File: src/rtl/core/obrt_pkg.sv
// Package for the object block reassembly tracker: constants, codes and the command type.
`timescale 1ns / 1ps
package obrt_pkg;

  localparam int SLOTS_DEF      = 256;
  localparam int MAX_BLOCKS_DEF = 64;
  localparam int CNT_W          = 13;  // holds a block count up to the largest MAX_BLOCKS
  localparam int DIV_STEPS      = 24;  // one quotient bit per cycle over the object size

  typedef enum logic [3:0] {
    EV_INFO_OK    = 4'd0,
    EV_INFO_REJ   = 4'd1,
    EV_ABORTED    = 4'd2,
    EV_STORED     = 4'd3,
    EV_DUPLICATE  = 4'd4,
    EV_COMPLETE   = 4'd5,
    EV_DROP_INACT = 4'd6,
    EV_DROP_GEN   = 4'd7,
    EV_DROP_RANGE = 4'd8,
    EV_DROP_HASH  = 4'd9
  } event_t;

  localparam logic FUNC_INFO = 1'b0;
  localparam logic FUNC_DATA = 1'b1;

  typedef struct packed {
    logic             func;
    logic             reject;
    logic             hash_ok;
    logic [7:0]       obj;
    logic [7:0]       slot;
    logic [15:0]      gen;
    logic [23:0]      size;
    logic [15:0]      bs;
    logic [CNT_W-1:0] count;
    logic [15:0]      bidx;
    logic [15:0]      blen;
  } cmd_t;

endpackage

File: src/rtl/core/obrt_front.sv
// Front end: takes transactions, computes the block count and classifies them.
`timescale 1ns / 1ps
module obrt_front
  import obrt_pkg::*;
#(
  parameter int SLOTS      = SLOTS_DEF,
  parameter int MAX_BLOCKS = MAX_BLOCKS_DEF
) (
  input  logic        clk,
  input  logic        rst,
  input  logic        start,
  output logic        busy,
  input  logic        func,
  input  logic [7:0]  obj_index,
  input  logic [15:0] object_gen,
  input  logic [23:0] object_size,
  input  logic [15:0] block_size,
  input  logic [15:0] block_index,
  input  logic [15:0] block_length,
  input  logic [31:0] payload_hash,
  input  logic [31:0] expected_hash,
  output logic        push,
  output cmd_t        push_cmd,
  input  logic        full
);

  typedef enum logic [2:0] {
    F_IDLE = 3'b001,
    F_DIV  = 3'b010,
    F_PUSH = 3'b100
  } fstate_t;

  fstate_t     state;
  cmd_t        cmd;
  logic [15:0] rem;
  logic [23:0] quo;
  logic [4:0]  step;

  logic [16:0] trial;
  logic [24:0] count_full;

  // slot = index mod SLOTS, one conditional subtract per index bit
  function automatic logic [7:0] slot_of(logic [7:0] obj);
    logic [8:0] r;
    r = '0;
    for (int i = 7; i >= 0; i--) begin
      r = {r[7:0], obj[i]};
      if (r >= 9'(SLOTS)) r = r - 9'(SLOTS);
    end
    return r[7:0];
  endfunction

  assign trial      = {rem, quo[23]};
  assign count_full = {1'b0, quo} + {24'd0, (rem != 16'd0)};

  always_ff @(posedge clk) begin
    if (rst) begin
      state <= F_IDLE;
    end else begin
      case (state)
        F_IDLE: begin
          if (start) begin
            if (func == FUNC_INFO && block_size != 16'd0) state <= F_DIV;
            else state <= F_PUSH;
          end
        end
        F_DIV: begin
          if (step == 5'(DIV_STEPS - 1)) state <= F_PUSH;
        end
        F_PUSH: begin
          if (!full) state <= F_IDLE;
        end
        default: state <= F_IDLE;
      endcase
    end
  end

  always_ff @(posedge clk) begin
    if (state == F_IDLE && start) begin
      cmd.func    <= func;
      cmd.reject  <= (block_size == 16'd0);
      cmd.hash_ok <= (payload_hash == expected_hash);
      cmd.obj     <= obj_index;
      cmd.slot    <= slot_of(obj_index);
      cmd.gen     <= object_gen;
      cmd.size    <= object_size;
      cmd.bs      <= block_size;
      cmd.count   <= '0;
      cmd.bidx    <= block_index;
      cmd.blen    <= block_length;
      rem         <= '0;
      quo         <= object_size;
      step        <= '0;
    end else if (state == F_DIV) begin
      step <= step + 5'd1;
      if (trial >= {1'b0, cmd.bs}) begin
        rem <= 16'(trial - {1'b0, cmd.bs});
        quo <= {quo[22:0], 1'b1};
      end else begin
        rem <= trial[15:0];
        quo <= {quo[22:0], 1'b0};
      end
      if (step == 5'(DIV_STEPS - 1)) begin
        // last quotient bit lands next cycle; count is taken in F_PUSH
      end
    end
  end

  always_comb begin
    push_cmd = cmd;
    if (cmd.func == FUNC_INFO && !cmd.reject) begin
      push_cmd.count  = count_full[CNT_W-1:0];
      push_cmd.reject = (count_full > 25'(MAX_BLOCKS));
    end
  end

  assign push = (state == F_PUSH) && !full;
  assign busy = (state != F_IDLE);

endmodule

File: config.mk
export PLATFORM = sky130hd
export DESIGN_NAME = obrt_front
export DESIGN_NICKNAME = d
export VERILOG_FILES = /design/src/rtl/core/obrt_pkg.sv /design/src/rtl/core/obrt_front.sv
export SDC_FILE = /design/constraint.sdc
export NUM_CORES = 1
export LEC_CHECK = 0
export BUFFER_PORTS_ARGS = -buffer_cell sky130_fd_sc_hd__buf_2
export CAP_MARGIN = 20
export CELL_PAD_IN_SITES_DETAIL_PLACEMENT = 0
export CELL_PAD_IN_SITES_GLOBAL_PLACEMENT = 2
export CORE_MARGIN = 2
export CORE_UTILIZATION = 31
export DETAILED_ROUTE_END_ITERATION = 8
export PLACE_DENSITY_LB_ADDON = 0.12
export SLEW_MARGIN = 10
export SYNTH_ARGS = -nofsm -noshare
export SYNTH_HDL_FRONTEND = slang
export SYNTH_SLANG_ARGS = --single-unit
export TNS_END_PERCENT = 10
File: constraint.sdc
create_clock -name clk -period 5.8 [get_ports clk]
set_input_delay 0.87 -clock clk [delete_from_list [all_inputs] [get_ports clk]]
set_output_delay 0.87 -clock clk [all_outputs]
set_load 0.02 [all_outputs]
==> impl_metrics.yaml, run 1 <==
yosys:
  synth_top_family_by_area: "buffers and inverters"
  yosys-top-cells-area: "edfxtp_1 48%, buf_4 11%, dfxtp_1 6.2%"
  async_flop_share: 0
  avgSynthCellArea_um2: 11.77
  synthSimpleGateAreaFrac: 0.1105
  synthMuxAreaShare: 0.05042
  yosys_warnings: 0
  synth_area_leader_cell: "edfxtp_1"
  ys.flop_type: "edfxtp_1"
  yosys.area.top_type_share: 0.4755
  synthesis.nets: 845
  synth_xor_area_frac: 0.06653
  yosys_register_bits: 147
  synth-adder-area-share: 0.03318
  synth.distinct_cells: 63
  synth_seq_area_share: 0.5374
  syn_inst: 660
  synth-edff-count: 123
  synth_compound_area_frac: 0.07748
  synthesis.area_um2: 7767
worst_setup_path:
  worstPathMaxFanout: 7
  reg2reg_setup_slack_ps: 2930
  reg2reg_to: "rem[3]"
  end_kind: "primary output"
  cp_data_required_time_ps: 4930
  critPathLaunchType: "flip-flop"
  ff2ff_path_depth: 10
  worstSetupPathType: "reg2out"
  critical_path_arrival_ps: 3440
  r2r_start: "push_cmd[46]"
layout:
  final_common_cell: "buf_2"
  stdcell_area_um2: 9384
  instances_no_fill: 1186
  seq_area_um2: 4174
  fill_cells: 2443
  layout_common_cells: "286 x buf_2, 123 x edfxtp_1, 46 x nor2_1, 46 x xor2_1, 35 x nand2_1"
  area_growth_pct: 20.81
  drive_gt1_frac: 0.4128
  multi_input_area_um2: 2631
  num-nets-final: 1032
place:
  gp_congestion: 0.8227
  port-buffer-count: 286
  pre_cts_ws_ps: 1900
  dpl-instance-area_um2: 8762
  dp_cells: 1152
  dp_hpwl_um: 14800
floorplanning:
  core_area_um2: 24460
  num_rows: 57
  die_h_um: 162.3
  initial_utilization: 0.3175
  die_area_um2: 26340
  chipWidth_um: 162.3
  ioPinCount: 287
timing:
  finalCritPeriodShare: 0.7433
  finalSetupViolCount: 0
  setup_ws_ps: 1489
  max_slew_margin: 0.3549
  hold_violations: 0
  worst_pin_slew_ps: 966.6
  skew_ps: 9.663
  max_freq_mhz: 232.0
  setup-tns-final_ps: 0
  whs_ps: 480.2
  finalWorstPathRequiredPeriod_ps: 4311
  maxSlewViolCount: 0
  rsz0062_at_grt: "no"
clocking:
  clock_latency_ps: 420
  clkTransAtPathRegs_ps: 70
  cts-root-buf: "clkbuf_16"
  h-tree-depth: 4
  cts_max_path_buffers: 2
  clkSinkCount: 147
  cts_setup_buffers: 0
  cts_resized: 0
  cts-hold-fix-buffers: 0
  cts_tree: "done"
  cts_buffers: 17
grt:
  gr-total-overflow: 0
  antenna_found_initial: 2
  grt_pass1_vias: 5590
  grt_pass1_wl_um: 29500
  grt_max_degree: 75
  track_usage: 0.1447
run:
  drv_cap: 0
pwr:
  power.leakage_uw: 0.003969
  ir_worst_vdd_mv: 0.1354
  power_density_nw_per_um2: 305.9
routing:
  vias: 5471
  first_pass_iters: 5
  drcViolationCount: 0
  wirelength_um: 19010
  wl_per_cell_um: 16.03
  drtIter0Drc: 314
  antenna_left: 0
  viasPerCell: 4.613
worst_hold_path:
  hold_path_class: "reg2reg"
  min_from: "step[1]"
  hold_path_depth: 2
  whs_endpoint: "step[1]"
status:
  outcome: "finished clean"
==> flip-flops by register name (all words and copies together) (netlist names) <==
signal	cells
step	5
rem	16
quo	24
push_cmd	98
state	3
cmd	1
==> final cells by class <==
cell class,instances,share of cell area
clock buffer,18,0.04573
multi-input combinational,367,0.2804
sequential,147,0.4448
timing repair buffer,290,0.1557
antenna,2,0.0005333
tap,324,0.04320
inverter,24,0.009600
clock inverter,14,0.02000
==> cell families after synthesis <==
logic type	Yosys count
fa+ha+maj	20
flops	147
buf+inv	146
xor+xnor	59
simple gates	165
mux	36
compound gates	87
==> cell usage after synthesis, types with 2 or more instances <==
cell,number
a211oi_1,3
a21o_1,3
a21oi_1,17
a31oi_1,4
a32oi_1,4
and2_1,3
and3_1,8
and4_1,2
buf_2,2
buf_4,109
clkbuf_1,10
dfxtp_1,24
edfxtp_1,123
ha_1,19
inv_1,24
mux2_1,3
mux2_2,22
mux2i_1,11
nand2_1,35
nand2b_1,6
nand3_1,7
nand3_2,2
nand4_1,13
nand4b_1,3
nor2_1,46
nor2b_1,3
nor3_1,8
nor3b_1,2
nor4_1,17
o2111a_1,2
o211ai_1,3
o21a_1,2
o21ai_0,13
o21ai_1,14
o22ai_1,2
o31ai_1,5
o32ai_1,2
or2_2,2
xnor2_1,13
xor2_1,46
==> routing by layer <==
| metal | track usage | vias up | share of wire |
|---|---|---|---|
| met5 | 0 | - | 0 |
| met4 | 0.04425 | 0 | 0.010 |
| met3 | 0.03856 | 14 | 0.063 |
| met2 | 0.2638 | 198 | 0.52 |
| met1 | 0.1652 | 2593 | 0.40 |
| li1 | - | 2666 | - |
==> metrics by stage <==
step	total power, uW	utilization
finish	2870	0.3836
global route	3003	0.3835
detailed placement	1753	0.3582
global placement	1748	0.3582
floorplan	1645	-
CTS	2915	0.3834
==> where the power goes <==
group          switching, uW  internal (uW)  total (uW)
Clock                    490            658        1150
Sequential              49.0           1250        1300
Combinational            260            161         421
Total                    800           2070        2870
==> how the worst max path moves through the flow <==
stage,depth (start not counted),startpoint,endpoint
after global routing,11,rem[10],push_cmd[118]
after global placement,11,rem[3],push_cmd[118]
after detailed placement,11,rem[10],push_cmd[118]
after floorplan,4,start,step[1]
final,11,rem[3],push_cmd[118]
after CTS,11,rem[3],push_cmd[118]
==> critical path: stages, from the launching register on <==
cell,delay (ps)
dfxtp_1,340
nor4_1,420
nand4_1,240
ha_1,310
nand2_1,180
nor2_1,160
and3_1,220
xnor2_1,220
o211ai_1,130
nand4b_1,190
o41a_1,440
buf_2,170
Note: power is estimated with default switching activity, not from simulation.
==> run 2, diff against run 1 <==
ABC_AREA = 1   (was unset)
CORE_UTILIZATION = 29   (was 31)
clock period = 4.4 ns   (was 5.8 ns; I/O delays follow)
==> run 2 against run 1 <==
Count of clock-buffer cells in the layout fell by 1; die area increased by 12%; routed wire length is 16% higher; clock power is 35% higher; final area up 5.1%.
==> impl_metrics.yaml, run 2 <==
pwr:
  power_density_nw_per_um2: 415.0
  power.leakage_uw: 0.004448
  ir_worst_vdd_mv: 0.1947
routing:
  routed-wl-met2_um: 10170
  antenna_left: 0
  wl_per_cell_um: 15.02
  drcViolationCount: 0
  vias: 6350
  dr.max_layer_used: "met4"
  first_pass_iters: 5
  wirelength_um: 22000
  viasPerCell: 4.337
  drtIter0Drc: 395
  drt-met1-wl_um: 9909
  dr_wl_met3_um: 1757
layout:
  fill_cells: 2972
  area_growth_pct: 20.54
  layout_common_cells: "286 x buf_2, 192 x nand2_1, 123 x edfxtp_1"
  num-nets-final: 1258
  drive_gt1_frac: 0.3223
  diodes: 0
  largest_reg_flops: 98
  final_common_cell: "buf_2"
place:
  pre_cts_ws_ps: 1129
  gp_congestion: 0.7327
  port-buffer-count: 286
  dp_hpwl_um: 17080
grt:
  gr-total-overflow: 0
  grt_max_degree: 145
  track_usage: 0.1460
  antenna_found_initial: 0
  grt_pass1_vias: 6053
  grt_pass1_wl_um: 33000
yosys:
  yosys-top-cells-area: "edfxtp_1 45%, buf_4 9.7%, nand2_1 8.8%"
  yosys_register_bits: 147
  yosys.area.top_type_share: 0.4514
  synthesis.nets: 1069
  yosys_warnings: 0
  async_flop_share: 0
  syn_inst: 884
  synth_most_common_cell: "nand2_1"
  netlist_top_cells_count: "192 x nand2_1, 123 x edfxtp_1, 106 x buf_4"
  synthesis.area_um2: 8182
  synth_seq_area_share: 0.5102
  synth-edff-count: 123
  ys.flop_type: "edfxtp_1"
  avgSynthCellArea_um2: 9.255
  synth_area_leader_cell: "edfxtp_1"
  synth.distinct_cells: 38
worst_setup_path:
  critPathLaunchType: "flip-flop"
  cp_top_family: "simple AND/OR/NAND/NOR gates"
  worstSetupPathType: "reg2out"
  critical_path_arrival_ps: 3070
  path_cells: "nor4_1, nand4_1, ha_1, nand3_1, nand2_1, nand2_1, nand3_1, nor2_1, nand2_1, nor2_1, nand3_1, nand2_1, nand2_1, nand2_1, nand2_1, buf_2"
  end_kind: "primary output"
  crit_buf_inv: 1
  cp_data_required_time_ps: 3740
  worstPathMaxFanout: 4
  slowest_delay_ps: 490
  cp_common_cell: "nand2_1"
  crit_slowest_cell: "nor4_1"
clocking:
  cts_max_path_buffers: 2
  cts-hold-fix-buffers: 0
  h-tree-depth: 4
  cts_buffers: 17
  clock_latency_ps: 420
  clkSinkCount: 147
  clkTransAtPathRegs_ps: 70
  cts-root-buf: "clkbuf_16"
  cts_setup_buffers: 0
  cts_tree: "done"
  cts_resized: 0
floorplanning:
  ioPinCount: 287
  chipWidth_um: 172.0
  die_h_um: 172.0
  core_area_um2: 27780
  num_rows: 61
  initial_utilization: 0.2945
  die_area_um2: 29570
timing:
  skew_ps: 9.847
  maxSlewViolCount: 0
  worst_pin_slew_ps: 775.6
  finalCritPeriodShare: 0.8469
  setup-tns-final_ps: 0
  setup_ws_ps: 673.8
  finalSetupViolCount: 0
  max_slew_margin: 0.4829
  rsz0062_at_grt: "no"
  finalWorstPathRequiredPeriod_ps: 3726
  max_freq_mhz: 268.4
  hold_violations: 0
status:
  outcome: "finished clean"
worst_hold_path:
  hold_path_class: "in2reg"
run:
  drv_cap: 0
run 2: final timing paths:
check                           slack (ps)            end  depth (start not counted)           start
worst min-delay path                   410   push_cmd[97]                          1  object_gen[12]
worst max-delay path                   670  push_cmd[118]                         16          rem[0]
worst max register to register        1990        rem[14]                         12    push_cmd[45]
worst min register to register         460        step[4]                          2         step[4]
run 2: area by class of cell:
type                    count  area [um^2]  area share
flip-flops and latches    147         4174      0.4232
clock buffers              17        425.4     0.04314
clock inverters            15        183.9     0.01865
multi-input cells         527         2798      0.2837
inverters                  91        341.6     0.03464
well taps                 378        473.0     0.04796
repair buffers            289         1466      0.1487
run 2: stage by stage:
step	std cells	area, um^2	utilization	power (uW)	hold WS, ps
after floorplan	884	8182	-	2381	439.5
after global placement	1432	9253	0.3330	2601	461.4
after detailed placement	1432	9253	0.3330	2594	462.3
after CTS	1464	9862	0.3550	4165	389.8
after global routing	1464	9862	0.3550	4316	381.5
final	1464	9862	0.3550	4093	408.4
run 2: power by group:
part	leakage, uW	internal [uW]	switching (uW)
Sequential	0.00137	1700	77.5
Combinational	0.00278	246	524
Clock	0.000300	867	679
Total	0.00445	2810	1280
run 2: worst reg2reg max path: stages (launching register included):
cell and delay [ps]:
edfxtp_1 440, ha_1 270, fa_1 420, o21ai_1 380, nand3_1 120, nand2_1 150, nand2_1 110, nand2_1 80
nand2_1 40, nand2_1 60, nand2_1 50, nand3_1 60, o21ai_0 80
run 2: layer usage:
layer  vias up  GRT usage
li1       3218          -
met1      2900     0.1916
met2       219     0.2427
met3        13    0.04120
met4         0    0.02594
met5         -          0
run 2: logic make-up after synthesis:
group,count (synthesis),share of synthesized area
AO/OA/AOI/OAI,88,0.05919
XOR/XNOR,37,0.03961
adder cells (fa/ha/maj),20,0.03150
buffers and inverters,210,0.1502
flip-flops,147,0.5102
AND/OR/NAND/NOR,382,0.2094
